**src/hw/rtl/assert_macros.svh**
```systemverilog
// Assertion macros shared by the decoder RTL.
// Expects clk and rst in the scope where a macro is used.
`ifndef ASSERT_MACROS_SVH
`define ASSERT_MACROS_SVH

// antecedent implies consequent in the same cycle
`define DLE_ASSERT_IMPL(lbl, ante, cons) \
  lbl: assert property (@(posedge clk) disable iff (rst) (ante) |-> (cons)) \
    else $error("decoder assertion failed");

// condition must never hold
`define DLE_ASSERT_NEVER(lbl, cond) \
  lbl: assert property (@(posedge clk) disable iff (rst) !(cond)) \
    else $error("decoder assertion failed");

`endif

```
**src/hw/rtl/dle_pkg.sv**
```systemverilog
// Package for the location expression decoder: phase enum, opcode ranges,
// result codes and the item structs. No dependencies.
package dle_pkg;

  typedef enum logic [1:0] {
    PH_IDLE = 2'd0,
    PH_LEN  = 2'd1,
    PH_OPC  = 2'd2,
    PH_OFS  = 2'd3
  } phase_t;

  localparam logic [7:0] OPC_LIT_LO  = 8'h30;
  localparam logic [7:0] OPC_LIT_HI  = 8'h4f;
  localparam logic [7:0] OPC_REG_LO  = 8'h50;
  localparam logic [7:0] OPC_REG_HI  = 8'h6f;
  localparam logic [7:0] OPC_BREG_LO = 8'h70;
  localparam logic [7:0] OPC_BREG_HI = 8'h8f;

  localparam logic [5:0] SHIFT_SAT = 6'd35;
  localparam logic [5:0] SHIFT_STEP = 6'd7;
  localparam logic [5:0] WORD_BITS = 6'd32;

  localparam logic [1:0] KIND_LIT  = 2'd0;
  localparam logic [1:0] KIND_REG  = 2'd1;
  localparam logic [1:0] KIND_BREG = 2'd2;

  localparam logic [1:0] ST_OK      = 2'd0;
  localparam logic [1:0] ST_BAD_REG = 2'd1;
  localparam logic [1:0] ST_BAD_OPC = 2'd2;

  localparam logic [4:0] HIGHEST_REG_RESET = 5'd15;

  typedef struct packed {
    logic [7:0] data_byte;
    logic       start_req;
  } byte_item_t;

  typedef struct packed {
    logic [1:0]         kind;
    logic [4:0]         reg_index;
    logic signed [31:0] offset;
    logic [1:0]         status;
    logic               length_warning;
  } result_t;

endpackage

```
**src/hw/rtl/dle_if.sv**
```systemverilog
// Handshake channels of the decoder: byte input, result output, config write.
// Depends on nothing.
interface dle_in_if;
  logic       valid;
  logic       ready;
  logic [7:0] data_byte;
  logic       start_req;
  modport source (output valid, output data_byte, output start_req, input ready);
  modport sink   (input valid, input data_byte, input start_req, output ready);
endinterface

interface dle_out_if;
  logic               valid;
  logic               ready;
  logic [1:0]         kind;
  logic [4:0]         reg_index;
  logic signed [31:0] offset;
  logic [1:0]         status;
  logic               length_warning;
  modport source (output valid, output kind, output reg_index, output offset,
                  output status, output length_warning, input ready);
  modport sink   (input valid, input kind, input reg_index, input offset,
                  input status, input length_warning, output ready);
endinterface

interface dle_cfg_if;
  logic       valid;
  logic       ready;
  logic [4:0] data;
  modport source (output valid, output data, input ready);
  modport sink   (input valid, input data, output ready);
endinterface

```
**src/hw/rtl/dle_in_stage.sv**
```systemverilog
// Input register of the decoder: holds one accepted byte item.
// Depends on dle_pkg and dle_in_if.
module dle_in_stage (
  input  logic                clk,
  input  logic                rst,
  dle_in_if.sink              chan,
  input  logic                advance,
  output logic                item_valid,
  output dle_pkg::byte_item_t item
);

  logic                valid_q;
  dle_pkg::byte_item_t item_q;

  assign chan.ready = !valid_q || advance;
  assign item_valid = valid_q;
  assign item       = item_q;

  always_ff @(posedge clk) begin
    if (rst) begin
      valid_q <= 1'b0;
    end else if (chan.ready) begin
      valid_q <= chan.valid;
    end
  end

  always_ff @(posedge clk) begin
    if (chan.valid && chan.ready) begin
      item_q.data_byte <= chan.data_byte;
      item_q.start_req <= chan.start_req;
    end
  end

endmodule

```
**src/hw/rtl/dle_parser.sv**
```systemverilog
// Expression parser: phase state, LEB128 accumulation and opcode decode.
// Depends on dle_pkg.
module dle_parser (
  input  logic                clk,
  input  logic                rst,
  input  logic                advance,
  input  dle_pkg::byte_item_t item,
  input  logic [4:0]          highest_register,
  output logic                emit,
  output dle_pkg::result_t    result
);

  dle_pkg::phase_t phase, phase_next, phase_eff;
  logic [5:0]  shift_count, shift_count_next, sc_eff, sc_gather, sc_sum;
  logic [31:0] accumulator, accumulator_next, acc_eff, acc_gather, ofs_final;
  logic        length_is_one, length_is_one_next, lio_eff;
  logic [4:0]  pending_register, pending_register_next, preg_eff;
  logic        pending_error, pending_error_next, perr_eff;

  logic [7:0]  b;
  logic        is_lit, is_reg, is_breg;
  logic [4:0]  lit_n, reg_n, breg_n;

  assign b = item.data_byte;

  // a start byte clears everything and is the first length byte
  always_comb begin
    phase_eff = item.start_req ? dle_pkg::PH_LEN : phase;
    sc_eff    = item.start_req ? 6'd0 : shift_count;
    acc_eff   = item.start_req ? 32'd0 : accumulator;
    lio_eff   = item.start_req ? 1'b0 : length_is_one;
    preg_eff  = item.start_req ? 5'd0 : pending_register;
    perr_eff  = item.start_req ? 1'b0 : pending_error;
  end

  // one LEB128 byte: or in 7 bits below bit 32, saturating shift count
  always_comb begin
    sc_sum     = sc_eff + dle_pkg::SHIFT_STEP;
    sc_gather  = (sc_sum > dle_pkg::SHIFT_SAT) ? dle_pkg::SHIFT_SAT : sc_sum;
    acc_gather = acc_eff;
    if (sc_eff < dle_pkg::WORD_BITS) begin
      acc_gather = acc_eff | ({25'd0, b[6:0]} << sc_eff[4:0]);
    end
    ofs_final = acc_gather;
    if (sc_gather < dle_pkg::WORD_BITS && b[6]) begin
      ofs_final = acc_gather | (32'hffff_ffff << sc_gather[4:0]);
    end
  end

  always_comb begin
    is_lit  = (b >= dle_pkg::OPC_LIT_LO)  && (b <= dle_pkg::OPC_LIT_HI);
    is_reg  = (b >= dle_pkg::OPC_REG_LO)  && (b <= dle_pkg::OPC_REG_HI);
    is_breg = (b >= dle_pkg::OPC_BREG_LO) && (b <= dle_pkg::OPC_BREG_HI);
    lit_n   = 5'(b - dle_pkg::OPC_LIT_LO);
    reg_n   = 5'(b - dle_pkg::OPC_REG_LO);
    breg_n  = 5'(b - dle_pkg::OPC_BREG_LO);
  end

  // next state
  always_comb begin
    phase_next            = phase_eff;
    shift_count_next      = sc_eff;
    accumulator_next      = acc_eff;
    length_is_one_next    = lio_eff;
    pending_register_next = preg_eff;
    pending_error_next    = perr_eff;
    case (phase_eff)
      dle_pkg::PH_LEN: begin
        shift_count_next = sc_gather;
        accumulator_next = acc_gather;
        if (!b[7]) begin
          length_is_one_next = (acc_gather == 32'd1);
          phase_next         = dle_pkg::PH_OPC;
        end
      end
      dle_pkg::PH_OPC: begin
        phase_next = dle_pkg::PH_IDLE;
        if (!is_reg && !is_lit && is_breg) begin
          pending_register_next = breg_n;
          pending_error_next    = breg_n > highest_register;
          shift_count_next      = 6'd0;
          accumulator_next      = 32'd0;
          phase_next            = dle_pkg::PH_OFS;
        end
      end
      dle_pkg::PH_OFS: begin
        shift_count_next = sc_gather;
        accumulator_next = acc_gather;
        if (!b[7]) begin
          accumulator_next = ofs_final;
          phase_next       = dle_pkg::PH_IDLE;
        end
      end
      default: begin
        phase_next = dle_pkg::PH_IDLE;
      end
    endcase
  end

  // result
  always_comb begin
    emit                  = 1'b0;
    result.kind           = dle_pkg::KIND_LIT;
    result.reg_index      = 5'd0;
    result.offset         = 32'sd0;
    result.status         = dle_pkg::ST_OK;
    result.length_warning = 1'b0;
    case (phase_eff)
      dle_pkg::PH_OPC: begin
        if (is_reg) begin
          emit                  = 1'b1;
          result.kind           = dle_pkg::KIND_REG;
          result.length_warning = !lio_eff;
          if (reg_n <= highest_register) begin
            result.reg_index = reg_n;
          end else begin
            result.status = dle_pkg::ST_BAD_REG;
          end
        end else if (is_lit) begin
          emit                  = 1'b1;
          result.offset         = signed'({27'd0, lit_n});
          result.length_warning = !lio_eff;
        end else if (!is_breg) begin
          emit          = 1'b1;
          result.status = dle_pkg::ST_BAD_OPC;
        end
      end
      dle_pkg::PH_OFS: begin
        if (!b[7]) begin
          emit        = 1'b1;
          result.kind = dle_pkg::KIND_BREG;
          if (perr_eff) begin
            result.status = dle_pkg::ST_BAD_REG;
          end else begin
            result.reg_index = preg_eff;
            result.offset    = signed'(ofs_final);
          end
        end
      end
      default: begin
        emit = 1'b0;
      end
    endcase
  end

  always_ff @(posedge clk) begin
    if (rst) begin
      phase            <= dle_pkg::PH_IDLE;
      shift_count      <= 6'd0;
      accumulator      <= 32'd0;
      length_is_one    <= 1'b0;
      pending_register <= 5'd0;
      pending_error    <= 1'b0;
    end else if (advance) begin
      phase            <= phase_next;
      shift_count      <= shift_count_next;
      accumulator      <= accumulator_next;
      length_is_one    <= length_is_one_next;
      pending_register <= pending_register_next;
      pending_error    <= pending_error_next;
    end
  end

endmodule

```
**src/hw/rtl/dle_out_reg.sv**
```systemverilog
// Result register: holds one result item until the sink takes it.
// Depends on dle_pkg and dle_out_if.
module dle_out_reg (
  input  logic             clk,
  input  logic             rst,
  input  logic             load,
  input  dle_pkg::result_t result,
  output logic             free,
  dle_out_if.source        chan
);

  logic             valid_q;
  dle_pkg::result_t result_q;

  assign free                = !valid_q || chan.ready;
  assign chan.valid          = valid_q;
  assign chan.kind           = result_q.kind;
  assign chan.reg_index      = result_q.reg_index;
  assign chan.offset         = result_q.offset;
  assign chan.status         = result_q.status;
  assign chan.length_warning = result_q.length_warning;

  always_ff @(posedge clk) begin
    if (rst) begin
      valid_q <= 1'b0;
    end else if (free) begin
      valid_q <= load;
    end
  end

  always_ff @(posedge clk) begin
    if (load && free) begin
      result_q <= result;
    end
  end

endmodule

```
**src/hw/rtl/dwarf_location_expr_decoder_top.sv**
```systemverilog
// Top level of the location expression decoder.
// Depends on dle_pkg, dle_if, dle_in_stage, dle_parser, dle_out_reg, assert_macros.svh.
//
// Decodes a DWARF location expression one byte per item: an unsigned LEB128
// length, then one opcode (lit0..31, reg0..31, or breg0..31 followed by a
// signed LEB128 offset). A byte with start_req set begins a new expression
// and drops any unfinished one. lit, reg and an unknown opcode give a
// result at the opcode byte, breg at the last offset byte; bytes after a
// result are ignored until the next start. The block takes one byte every
// clock while its output register can take a result: each byte goes to
// an input register, is parsed by one pass of shift/or and compare logic,
// and its result (if any) is loaded into the output register, which holds
// it until the sink takes it. A result held under a stalled sink blocks
// the parser, also for bytes that give no result. highest_register (reset 15)
// is written through cfg_chan, always ready, and should change only while
// no expression is in flight.
`include "assert_macros.svh"

module dwarf_location_expr_decoder_top (
  input  logic      clk,
  input  logic      rst,
  dle_in_if.sink    data_chan,
  dle_out_if.source result_chan,
  dle_cfg_if.sink   cfg_chan
);

  logic                item_valid;
  dle_pkg::byte_item_t item;
  logic                advance;   // parser consumes the held byte this cycle
  logic                out_free;  // result register can take a new item
  logic                emit;
  dle_pkg::result_t    result;
  logic [4:0]          highest_register;

  // config register, write port never stalls
  assign cfg_chan.ready = 1'b1;

  always_ff @(posedge clk) begin
    if (rst) begin
      highest_register <= dle_pkg::HIGHEST_REG_RESET;
    end else if (cfg_chan.valid) begin
      highest_register <= cfg_chan.data;
    end
  end

  // a byte moves on only if its possible result has somewhere to go
  assign advance = item_valid && out_free;

  dle_in_stage u_in (
    .clk        (clk),
    .rst        (rst),
    .chan       (data_chan),
    .advance    (advance),
    .item_valid (item_valid),
    .item       (item)
  );

  dle_parser u_parser (
    .clk              (clk),
    .rst              (rst),
    .advance          (advance),
    .item             (item),
    .highest_register (highest_register),
    .emit             (emit),
    .result           (result)
  );

  dle_out_reg u_out (
    .clk    (clk),
    .rst    (rst),
    .load   (advance && emit),
    .result (result),
    .free   (out_free),
    .chan   (result_chan)
  );

  // checks
  `DLE_ASSERT_NEVER(a_kind_code, result_chan.valid && (result_chan.kind > dle_pkg::KIND_BREG))
  `DLE_ASSERT_IMPL(a_bad_opc_clean,
    result_chan.valid && (result_chan.status == dle_pkg::ST_BAD_OPC),
    (result_chan.reg_index == 5'd0) && (result_chan.offset == 32'sd0) &&
    !result_chan.length_warning && (result_chan.kind == dle_pkg::KIND_LIT))
  `DLE_ASSERT_IMPL(a_bad_reg_clean,
    result_chan.valid && (result_chan.status == dle_pkg::ST_BAD_REG),
    (result_chan.reg_index == 5'd0) && (result_chan.offset == 32'sd0))
  `DLE_ASSERT_IMPL(a_breg_no_warn,
    result_chan.valid && (result_chan.kind == dle_pkg::KIND_BREG),
    !result_chan.length_warning)

endmodule

```
**src/flat_wrapper.sv**
```systemverilog
// flat-port wrapper written by rule: the top's interface ports become plain ports
module dwarf_location_expr_decoder_top_flat 
  (clk, rst, data_chan_valid, data_chan_data_byte, data_chan_start_req, data_chan_ready, result_chan_valid, result_chan_kind, result_chan_reg_index, result_chan_offset, result_chan_status, result_chan_length_warning, result_chan_ready, cfg_chan_valid, cfg_chan_data, cfg_chan_ready);
  dle_in_if data_chan_i ();
  dle_out_if result_chan_i ();
  dle_cfg_if cfg_chan_i ();
  input  logic clk;
  input  logic rst;
  input wire logic [$bits(data_chan_i.valid)-1:0] data_chan_valid;
  input wire logic [$bits(data_chan_i.data_byte)-1:0] data_chan_data_byte;
  input wire logic [$bits(data_chan_i.start_req)-1:0] data_chan_start_req;
  output wire logic [$bits(data_chan_i.ready)-1:0] data_chan_ready;
  output wire logic [$bits(result_chan_i.valid)-1:0] result_chan_valid;
  output wire logic [$bits(result_chan_i.kind)-1:0] result_chan_kind;
  output wire logic [$bits(result_chan_i.reg_index)-1:0] result_chan_reg_index;
  output wire logic [$bits(result_chan_i.offset)-1:0] result_chan_offset;
  output wire logic [$bits(result_chan_i.status)-1:0] result_chan_status;
  output wire logic [$bits(result_chan_i.length_warning)-1:0] result_chan_length_warning;
  input wire logic [$bits(result_chan_i.ready)-1:0] result_chan_ready;
  input wire logic [$bits(cfg_chan_i.valid)-1:0] cfg_chan_valid;
  input wire logic [$bits(cfg_chan_i.data)-1:0] cfg_chan_data;
  output wire logic [$bits(cfg_chan_i.ready)-1:0] cfg_chan_ready;
  assign data_chan_i.valid = data_chan_valid;
  assign data_chan_i.data_byte = data_chan_data_byte;
  assign data_chan_i.start_req = data_chan_start_req;
  assign data_chan_ready = data_chan_i.ready;
  assign result_chan_valid = result_chan_i.valid;
  assign result_chan_kind = result_chan_i.kind;
  assign result_chan_reg_index = result_chan_i.reg_index;
  assign result_chan_offset = result_chan_i.offset;
  assign result_chan_status = result_chan_i.status;
  assign result_chan_length_warning = result_chan_i.length_warning;
  assign result_chan_i.ready = result_chan_ready;
  assign cfg_chan_i.valid = cfg_chan_valid;
  assign cfg_chan_i.data = cfg_chan_data;
  assign cfg_chan_ready = cfg_chan_i.ready;
  dwarf_location_expr_decoder_top u_core (.clk(clk), .rst(rst), .data_chan(data_chan_i), .result_chan(result_chan_i), .cfg_chan(cfg_chan_i));
endmodule
```
**config.mk**
```make
export PLATFORM = sky130hd
export DESIGN_NAME = dwarf_location_expr_decoder_top_flat
export DESIGN_NICKNAME = d
export VERILOG_FILES = /design/src/hw/rtl/dle_pkg.sv /design/src/hw/rtl/dle_if.sv /design/src/hw/rtl/dle_in_stage.sv /design/src/hw/rtl/dle_parser.sv /design/src/hw/rtl/dle_out_reg.sv /design/src/hw/rtl/dwarf_location_expr_decoder_top.sv /design/src/flat_wrapper.sv
export VERILOG_INCLUDE_DIRS = /design/src /design/src/hw/rtl
export SDC_FILE = /design/constraint.sdc
export NUM_CORES = 1
export LEC_CHECK = 0
export BUFFER_PORTS_ARGS = -buffer_cell sky130_fd_sc_hd__buf_2
export CORE_MARGIN = 2
export CORE_UTILIZATION = 46
export DETAILED_ROUTE_END_ITERATION = 7
export GPL_ROUTABILITY_DRIVEN = 0
export PLACE_DENSITY = 0.75
export SETUP_SLACK_MARGIN = 0.2
export SKIP_LAST_GASP = 1
export SYNTH_ARGS = -nofsm -noshare
export SYNTH_HDL_FRONTEND = slang
export SYNTH_SLANG_ARGS = --single-unit
```
**constraint.sdc**
```tcl
create_clock -name clk -period 4.8 [get_ports clk]
set_input_delay 0.96 -clock clk [delete_from_list [all_inputs] [get_ports clk]]
set_output_delay 0.96 -clock clk [all_outputs]
set_load 0.005 [all_outputs]
```
# Word-level counts from Yosys, hierarchy flattened

Cells that the tools add are included.

Flip-flop bits (word level): 105
Input port bits: 19
Output and inout bits: 45
Logic and storage cells: 99

Add/subtract/negate cells: 4
$lt $le $gt $ge: 11
Eq/ne operators: 4
Shift operators: 2
Mux-type cells: 42
Bitwise logic cells: 2
Reduce and logical (&&, ||, !) cells: 18

Operator list:

| operator              | number |
|---|---|
| $mux 32               | 6 |
| $pmux 32 s3           | 1 |
| $pmux 41 s2           | 1 |
| $or 32x32->32         | 2 |
| $mux 41               | 1 |
| $mux 37               | 1 |
| $eq 32x1->1 const B   | 1 |
| $shl 32x5->32 const A | 1 |
| $shl 7x5->32          | 1 |
| $mux 5                | 5 |
| $mux 6                | 4 |
| $ge 8x7->1 const B    | 2 |
| $le 8x7->1 const B    | 2 |
| $sub 5x5->5 const B   | 3 |
| $mux 1                | 13 |
| $lt 6x6->1 const B    | 2 |
| $mux 2                | 6 |
| $pmux 6 s2            | 1 |
| $logic_and 1x1->1     | 10 |
| $ge 8x6->1 const B    | 1 |
| $le 8x8->1 const B    | 1 |
| $add 6x3->6 const B   | 1 |
| $gt 6x6->1 const B    | 1 |
| $pmux 2 s3            | 1 |
| 9 further kinds       | 15 |

# Longest topological paths before layout

Gate-level depths: netlist (run 1).

Word-level depth: 10
Depth in mapped cells: 11
Mapped depth without buffers: 10

# Hierarchy

A second synthesis (run 1) with hierarchy kept.

Cells, all modules: 778
Area, all modules: 6,587.6 um^2

Modules (own cells, without submodules):

| module                          | instances | cells an instance | area each (um^2) | sequential area each (um^2) |
|---|---|---|---|---|
| dle_parser                      | 1         | 697               | 4,727.0          | 940.9 |
| dle_out_reg                     | 1         | 47                | 1,316.3          | 1,281.2 |
| dle_in_stage                    | 1         | 14                | 325.3            | 290.3 |
| dwarf_location_expr_decoder_top | 1         | 20                | 219.0            | 100.1 |

# Worst setup path after synthesis (run 1)

Ideal clock, no wire load.

Path type: flip-flop to flip-flop
Start: reg u_core.u_in.item_q (netlist bit u_core.u_in.item[0])
End: reg u_core.u_out.result_q (netlist bit u_core.u_out.chan.kind[0]), enable pin
Setup time: 0.457 ns
Data arrival time: 3.536 ns
Required time: 4.343 ns
Setup slack: 0.807 ns
Stages on the path, launching flop included: 8
Buffers on the path: 4
Period minus slack after synthesis: 3.993 ns
Cells stage by stage: edfxtp_1 -> buf_2 -> buf_4 -> buf_2 -> nor2_1 -> nand3_1 -> clkbuf_1 -> a21oi_1

Cells in the longest elaborated chain, start to end: 5
Elaborated cells on any way between the ends: 6
Classes of those cells: eq/ne: 2; mux: 2; reduce/logical: 2

Ends and longest elaborated chain:

| what                  | line                                  | RTL |
|---|---|---|
| start, declared       | dle_in_stage.sv:13                    | `dle_pkg::byte_item_t item_q;` |
| $mux 2 (*)            | dle_parser.sv:28                      | `phase_eff = item.start_req ? dle_pkg::PH_LEN : phase;` |
| $eq 2x2->1            | dle_parser.sv:108                     | `case (phase_eff)` |
| $pmux 1 s2 (*)        | dle_parser.sv:108                     |  |
| $logic_and 1x1->1 (*) | dwarf_location_expr_decoder_top.sv:71 | `.load (advance && emit),` |
| $logic_and 1x1->1 (*) | dle_out_reg.sv:32                     | `if (load && free) begin` |
| end signal, assigned  | dle_out_reg.sv:33                     | `result_q <= result;` |
| end, declared         | dle_out_reg.sv:13                     | `dle_pkg::result_t result_q;` |

Every way passes the cells marked *; elsewhere a longest branch is shown, timed or not.
A chain may end at the register's enable or synchronous reset.

# Final worst setup path (run 1)

Start: reg u_core.u_parser.shift_count[0]
End: reg u_core.u_parser.length_is_one

Cells in the longest elaborated chain, start to end: 7
Elaborated cells on any way between the ends: 8
Classes of those cells: order compare: 1; eq/ne: 1; shift: 1; mux: 4; bitwise: 1

Ends and longest elaborated chain:

| what                   | line              | RTL |
|---|---|---|
| start, declared        | dle_parser.sv:14  | `logic [5:0] shift_count, shift_count_next, sc_eff, sc_gather, sc_sum;` |
| start signal, assigned | dle_parser.sv:156 | `shift_count <= shift_count_next;` |
| $mux 6 (*)             | dle_parser.sv:29  | `sc_eff = item.start_req ? 6'd0 : shift_count;` |
| $shl 7x5->32           | dle_parser.sv:42  | `acc_gather = acc_eff \| ({25'd0, b[6:0]} << sc_eff[4:0]);` |
| $or 32x32->32          | dle_parser.sv:42  |  |
| $mux 32 (*)            | dle_parser.sv:41  | `if (sc_eff < dle_pkg::WORD_BITS) begin` |
| $eq 32x1->1 (*)        | dle_parser.sv:72  | `length_is_one_next = (acc_gather == 32'd1);` |
| $mux 1 (*)             | dle_parser.sv:71  | `if (!b[7]) begin` |
| $mux 1 (*)             | dle_parser.sv:67  | `case (phase_eff)` |
| end signal, assigned   | dle_parser.sv:158 | `length_is_one <= length_is_one_next;` |
| end, declared          | dle_parser.sv:16  | `logic length_is_one, length_is_one_next, lio_eff;` |

Marked as above.

==> results of run 1 <==
-- worst reg2reg max path, cell delays in order, from the launching register on --
cell and delay (ns):
dfxtp_1 0.93, and2b_2 0.48, inv_2 0.09, a211oi_2 0.24, nor2_1 0.14, a31oi_1 0.32
and3_1 0.22, nand3_1 0.06, or4_1 0.52, o31ai_1 0.23
-- cell type report --
| cell class | count | area share (%) |
|---|---|---|
| multi-input cells | 547 | 47.0 |
| flip-flops and latches | 105 | 38.3 |
| repair buffers | 74 | 5.88 |
| clock buffers | 9 | 3.31 |
| well taps | 176 | 3.23 |
| inverters | 27 | 1.49 |
| clock inverters | 7 | 0.753 |
-- layout by cell type, fill, tap and decap left out, types with 4 or more instances in the layout --
cell type  netlist  final
buf_2           10     62
nor3_1          21     21
o211ai_1         6      6
inv_1           23     23
nor4_1           7      7
a21o_1           5      5
edfxtp_1        51     51
a311oi_1         4      4
nor2_1         103    102
nand2b_1         5      5
o21ai_0         48     48
buf_4            4     12
or2_2            5      5
nand3_1         20     20
and2_1           6      6
a221oi_1         4      4
clkbuf_16        0      9
o32ai_1          4      4
a22o_1          10     10
dfxtp_1         54     54
o221ai_1         6      6
o31ai_1          6      6
o211a_1          4      4
ha_1             6      6
a22oi_1         27     27
nand4_1          8      8
mux2i_1          7      7
nand2_1         67     67
a31oi_1         14     14
a21oi_1         69     68
and3_1           5      5
nor2b_1          8      8
o22ai_1          9      9
-- final timing paths --
| check | startpoint | end | cells after the start |
|---|---|---|---|
| hold reg to reg | u_core.highest_register[2]$_SDFFE_PP1P_ | u_core.highest_register[2]$_SDFFE_PP1P_ | 2 |
| hold / removal | u_core.highest_register[2]$_SDFFE_PP1P_ | u_core.highest_register[2]$_SDFFE_PP1P_ | 2 |
| setup / recovery | u_core.u_parser.shift_count[0]$_SDFFE_PP0P_ | u_core.u_parser.length_is_one$_SDFFE_PP0P_ | 9 |
| setup reg to reg | u_core.u_parser.shift_count[0]$_SDFFE_PP0P_ | u_core.u_parser.length_is_one$_SDFFE_PP0P_ | 9 |
-- metrics by stage --
stage	hold slack, ns	instances	area [um^2]	setup slack, ns	power (mW)
floorplan	0.429	731	6130	0.807	1.23
global placement	0.465	929	6540	1.64	1.32
detailed placement	0.470	929	6540	1.60	1.32
CTS	0.480	945	6810	1.58	2.02
global route	0.494	945	6810	1.32	2.10
finish	0.489	945	6810	1.49	2.03
-- cells by family after synthesis --
logic type      share of synthesized area [%]
simple gates                             20.7
compound gates                           27.6
buf+inv                                  5.41
xor+xnor                                0.714
mux                                      1.69
flops                                    42.6
other cells                            0.0612
fa+ha+maj                                1.22
-- sequential cells by signal, indices dropped and copies added (netlist names) --
register                          flops
u_core.u_out.chan.offset             32
u_core.u_parser.accumulator          32
u_core.u_in.item                      9
u_core.u_parser.shift_count           6
u_core.highest_register               5
u_core.u_out.chan.reg_index           5
u_core.u_parser.pending_register      5
u_core.u_out.chan.kind                2
u_core.u_out.chan.status              2
u_core.u_parser.phase                 2
u_core.u_in.item_valid                1
u_core.u_out.chan.length_warning      1
u_core.u_out.chan.valid               1
u_core.u_parser.length_is_one         1
u_core.u_parser.pending_error         1
-- power by group --
part	switching, mW	total, mW	internal, mW
combinational	0.231	0.333	0.102
sequential	0.0387	0.992	0.953
clock	0.353	0.708	0.356
total	0.623	2.03	1.41
-- layer usage --
layer	routed length, um	vias up
met3	2630	123
li1	-	2775
met1	7710	2865
met4	1160	0
met2	8210	524
met5	0	-
==> impl_metrics.toml, run 1 <==
[placement]
port_buffers = 62
hpwl_um = 13500

[final_layout]
finalCoreUtilization_pct = 51.9
area_growth_syn_to_layout_pct = 11.1
finalNetCount = 789
multi_input_area_mm2 = 0.00320
antenna_cells = 0
fillers = 1242
register_area_mm2 = 0.00261
drive_above_1_share_pct = 15.3

[critical_path]
crit_path_start_kind = "register"
worstSetupPathType = "register to register"
r2r_setup_slack_ns = 1.49
required_ns = 5.08
cp_max_fo = 24
slowest_stage = "dfxtp_1"
worstPathCellList = "and2b_2 > inv_2 > a211oi_2 > nor2_1 > a31oi_1 > and3_1 > nand3_1 > or4_1 > o31ai_1"
end_kind = "register"
arrival_ns = 3.59
worst-path-buf-inv = 1
slowest_delay_ns = 0.93
cp_top_family = "simple AND/OR/NAND/NOR gates"

[clock_network]
insertion_delay_ns = 0.36
cts.repair.resized = 0
cts_sinks = 105
cts_buffers = 9
hold_buffers = 0
cts_tree = "yes"
cts_setup_buffers = 0
h-tree-depth = 3
cts-root-buf = "clkbuf_16"
ctsLongestPathBuffers = 2
clk_pin_slew_ns = 0.08

[hold_path]
hp-class = "register to register"

[floorplan]
io_pins = 64
die_width_um = 119
num_rows = 42
core_area_mm2 = 0.0131
die-area_mm2 = 0.0143
start_util_pct = 46.7
die_h_um = 119

[global_route]
grt_usage_pct = 27.8
antenna_found_initial = 1
grt_pass1_vias = 5761
grt_overflow_total = 0
gr-max-usage-layer = "met2"
grt.met1_usage_pct = 37.4
grt_max_degree = 48
grt_pass1_wl_um = 31100
grtUsageMet2_pct = 40.4
grt.met3_usage_pct = 7.90

[timing]
finalSetupViolations = 0
rsz0062_at_grt = "false"
finalHoldViolCount = 0
maxSlewViolCount = 0
post-route-period-util_pct = 69.0
min_period_ns = 3.31
fin_tns_setup_ns = 0
max_freq_mhz = 302
fin_skew_ns = 0.0120
relSlewSlack_pct = 12.0
worst_slew_pin_slew_ns = 1.31

[drt]
drc = 6
drt_iter0_markers = 1267
routed_wirelength_um = 19700
via_per_inst = 6.65
routedWlPerCell_um = 20.9
dr.pass1.iters = 8
drtAntennaViolNets = 0
via_count = 6287

[synthesis]
netlist_area_mm2 = 0.00613
yosysSeqAreaShare_pct = 42.6
yosysTopAreaCell = "edfxtp_1"
synth_edf_count = 51
synth.avg_cell_area_um2 = 8.39
synth-main-ff-cell = "dfxtp_1"
ys_ff_latch = 105
synthTopCellsByArea = "edfxtp_1, dfxtp_1, nor2_1"
syn-num-nets = 756
yosysWarnings = 0
synth_cell_types = 76
netlist_instances = 731
synth_most_common_cell = "nor2_1"
async_flop_share_pct = 0
synth_top_area_share_pct = 25.0
synth_common_cells = "nor2_1, a21oi_1, nand2_1"

[power_and_ir_drop]
powerDensity_mw_per_mm2 = 298
leakage_nw = 2.66
irDropWorstVdd_mv = 0.182

[status]
status = "finished with violations"
failed_checks = "design-rule violations"

[run]
drv_cap = 0
Note: power is estimated with default switching activity, not from simulation.
==> inputs of run 2 (changes only) <==
==> constraint.sdc (replaced) <==
create_clock -name clk -period 3.4 [get_ports clk]
set_input_delay 0.68 -clock clk [delete_from_list [all_inputs] [get_ports clk]]
set_output_delay 0.68 -clock clk [all_outputs]
set_load 0.005 [all_outputs]
==> run 2 against run 1 <==
Net effect: the flow now finishes without violations; die area unchanged; global-route usage up 1.1 points; combinational power grew 50%; sequential share of layout area down 0.77 points; first-iteration DRC count shrank 4.3%.
==> impl_metrics.toml, run 2 (same netlist as run 1, synthesis figures left out) <==
[status]
status = "complete, no violations"

[placement]
dp.cells = 949
dp_slack_ns = 0.501
port_buffers = 62
hpwl_um = 14300

[floorplan]
die-area_mm2 = 0.0143
core_area_mm2 = 0.0131
die_width_um = 119
io_pins = 64
num_rows = 42
start_util_pct = 46.7
die_h_um = 119

[timing]
post-route-period-util_pct = 89.1
maxSlewViolCount = 0
finalSetupViolations = 0
fin_skew_ns = 0.00820
max_freq_mhz = 330
relSlewSlack_pct = 47.1
finalHoldViolCount = 0
min_period_ns = 3.03
worst_hold_slack_ns = 0.462
worst_slew_pin_slew_ns = 0.792
setup_slack_ns = 0.370
fin_tns_setup_ns = 0
rsz0062_at_grt = "false"

[hold_path]
hold_depth = 2
worstHoldEndpoint = "u_core.u_parser.accumulator[19]$_SDFFE_PP0P_"
hp-class = "register to register"
hp-start = "u_core.u_parser.accumulator[19]$_SDFFE_PP0P_"

[final_layout]
stdcell_count = 965
finalNetCount = 809
layout_common_cells = "nor2_1, a21oi_1, nand2_1"
area_growth_syn_to_layout_pct = 13.4
drive_above_1_share_pct = 17.2
antenna_cells = 0
fillers = 1208
mostFrequentLayoutCell = "nor2_1"

[clock_network]
ctsLongestPathBuffers = 2
cts.repair.resized = 0
cts_setup_buffers = 0
insertion_delay_ns = 0.36
cts_tree = "yes"
cts_buffers = 9
cts-root-buf = "clkbuf_16"
hold_buffers = 0
cts_sinks = 105
clk_pin_slew_ns = 0.07
h-tree-depth = 3

[power_and_ir_drop]
p_clk_share_pct = 33.7
power.switching_mw = 0.855
leakage_nw = 2.76
irDropWorstVdd_mv = 0.231
pwr-share-seq_pct = 48.9
p_int_mw = 2.01
swShare_pct = 29.9
powerDensity_mw_per_mm2 = 411
power_frac_comb_pct = 17.5

[global_route]
grt_pass1_vias = 5802
grt_max_degree = 45
grt_usage_pct = 28.9
grt_overflow_total = 0
grt_pass1_wl_um = 32000
antenna_found_initial = 0

[critical_path]
r2r_cells = 8
reg2reg_from = "u_core.u_parser.shift_count[1]$_SDFFE_PP0P_"
crit_path_start_kind = "register"
r2r_setup_slack_ns = 0.37
startpoint = "u_core.u_parser.shift_count[1]$_SDFFE_PP0P_"
cp_max_fo = 16
r2r_end = "u_core.u_parser.length_is_one$_SDFFE_PP0P_"
end_kind = "register"
required_ns = 3.67
worstSetupPathType = "register to register"
arrival_ns = 3.30

[drt]
drtAntennaViolNets = 0
via_per_inst = 6.60
routed_wirelength_um = 20400
drt_iter0_markers = 1212
dr.pass1.iters = 6
via_count = 6371
routedWlPerCell_um = 21.1
drc = 0

[run]
drv_cap = 0
## run 2: cell types whose count changed in the layout (fill, tap and decap cells not counted), sizes merged
cell      change
buf          +20
inv           -2
clkinv        +2
clkinvlp      -2
clkbuf        +2
## run 2: worst max-delay path, stage by stage (launching register included)
cell,delay (ns)
dfxtp_1,0.72
mux2_2,0.42
a2bb2oi_2,0.29
o22ai_1,0.14
a31oi_1,0.30
and3_1,0.21
nand3_1,0.09
or4_1,0.54
o31ai_1,0.23
## run 2: power by group through the flow
stage	combinational, mW	clock, mW	sequential (mW)
after floorplan	0.341	0	1.39
after global placement	0.467	0	1.42
after detailed placement	0.470	0	1.42
after CTS	0.472	0.971	1.39
after global routing	0.528	1.03	1.40
final	0.499	0.963	1.40
## run 2: layer usage
layer	GRT usage, %	up-vias	wire [um]
li1	-	2818	-
met1	38.1	2858	7740
met2	42.0	560	8490
met3	9.34	135	2940
met4	15.7	0	1220
met5	0	-	0
## run 2: cell type report
cell class	count	area, um^2	share of cell area, %
Clock buffer	11	233	3.35
Clock inverter	5	32.5	0.468
Inverter	27	101	1.46
Multi-Input combinational cell	547	3200	46.1
Sequential cell	105	2610	37.6
Tap cell	176	220	3.17
Timing Repair Buffer	94	551	7.92
## run 2: worst max path at each step
stage | end | cells after the start | slack [ns]
2_1_floorplan | u_core.u_out.chan.kind[0]$_DFFE_PP_ | 7 | 0.24
6_report | u_core.u_parser.length_is_one$_SDFFE_PP0P_ | 8 | 0.37
4_1_cts | u_core.u_parser.length_is_one$_SDFFE_PP0P_ | 8 | 0.45
5_1_grt | u_core.u_parser.length_is_one$_SDFFE_PP0P_ | 8 | 0.25
3_5_place_dp | u_core.u_parser.length_is_one$_SDFFE_PP0P_ | 8 | 0.50
3_3_place_gp | u_core.u_parser.length_is_one$_SDFFE_PP0P_ | 8 | 0.54
## run 2: metrics by stage
stage	util, %	instance area, um^2	total power, mW
finish	52.9	6950	2.86
CTS	52.9	6950	2.84
global route	52.9	6950	2.95
floorplan	-	6140	1.73
detailed placement	50.9	6690	1.89
global placement	50.9	6690	1.89
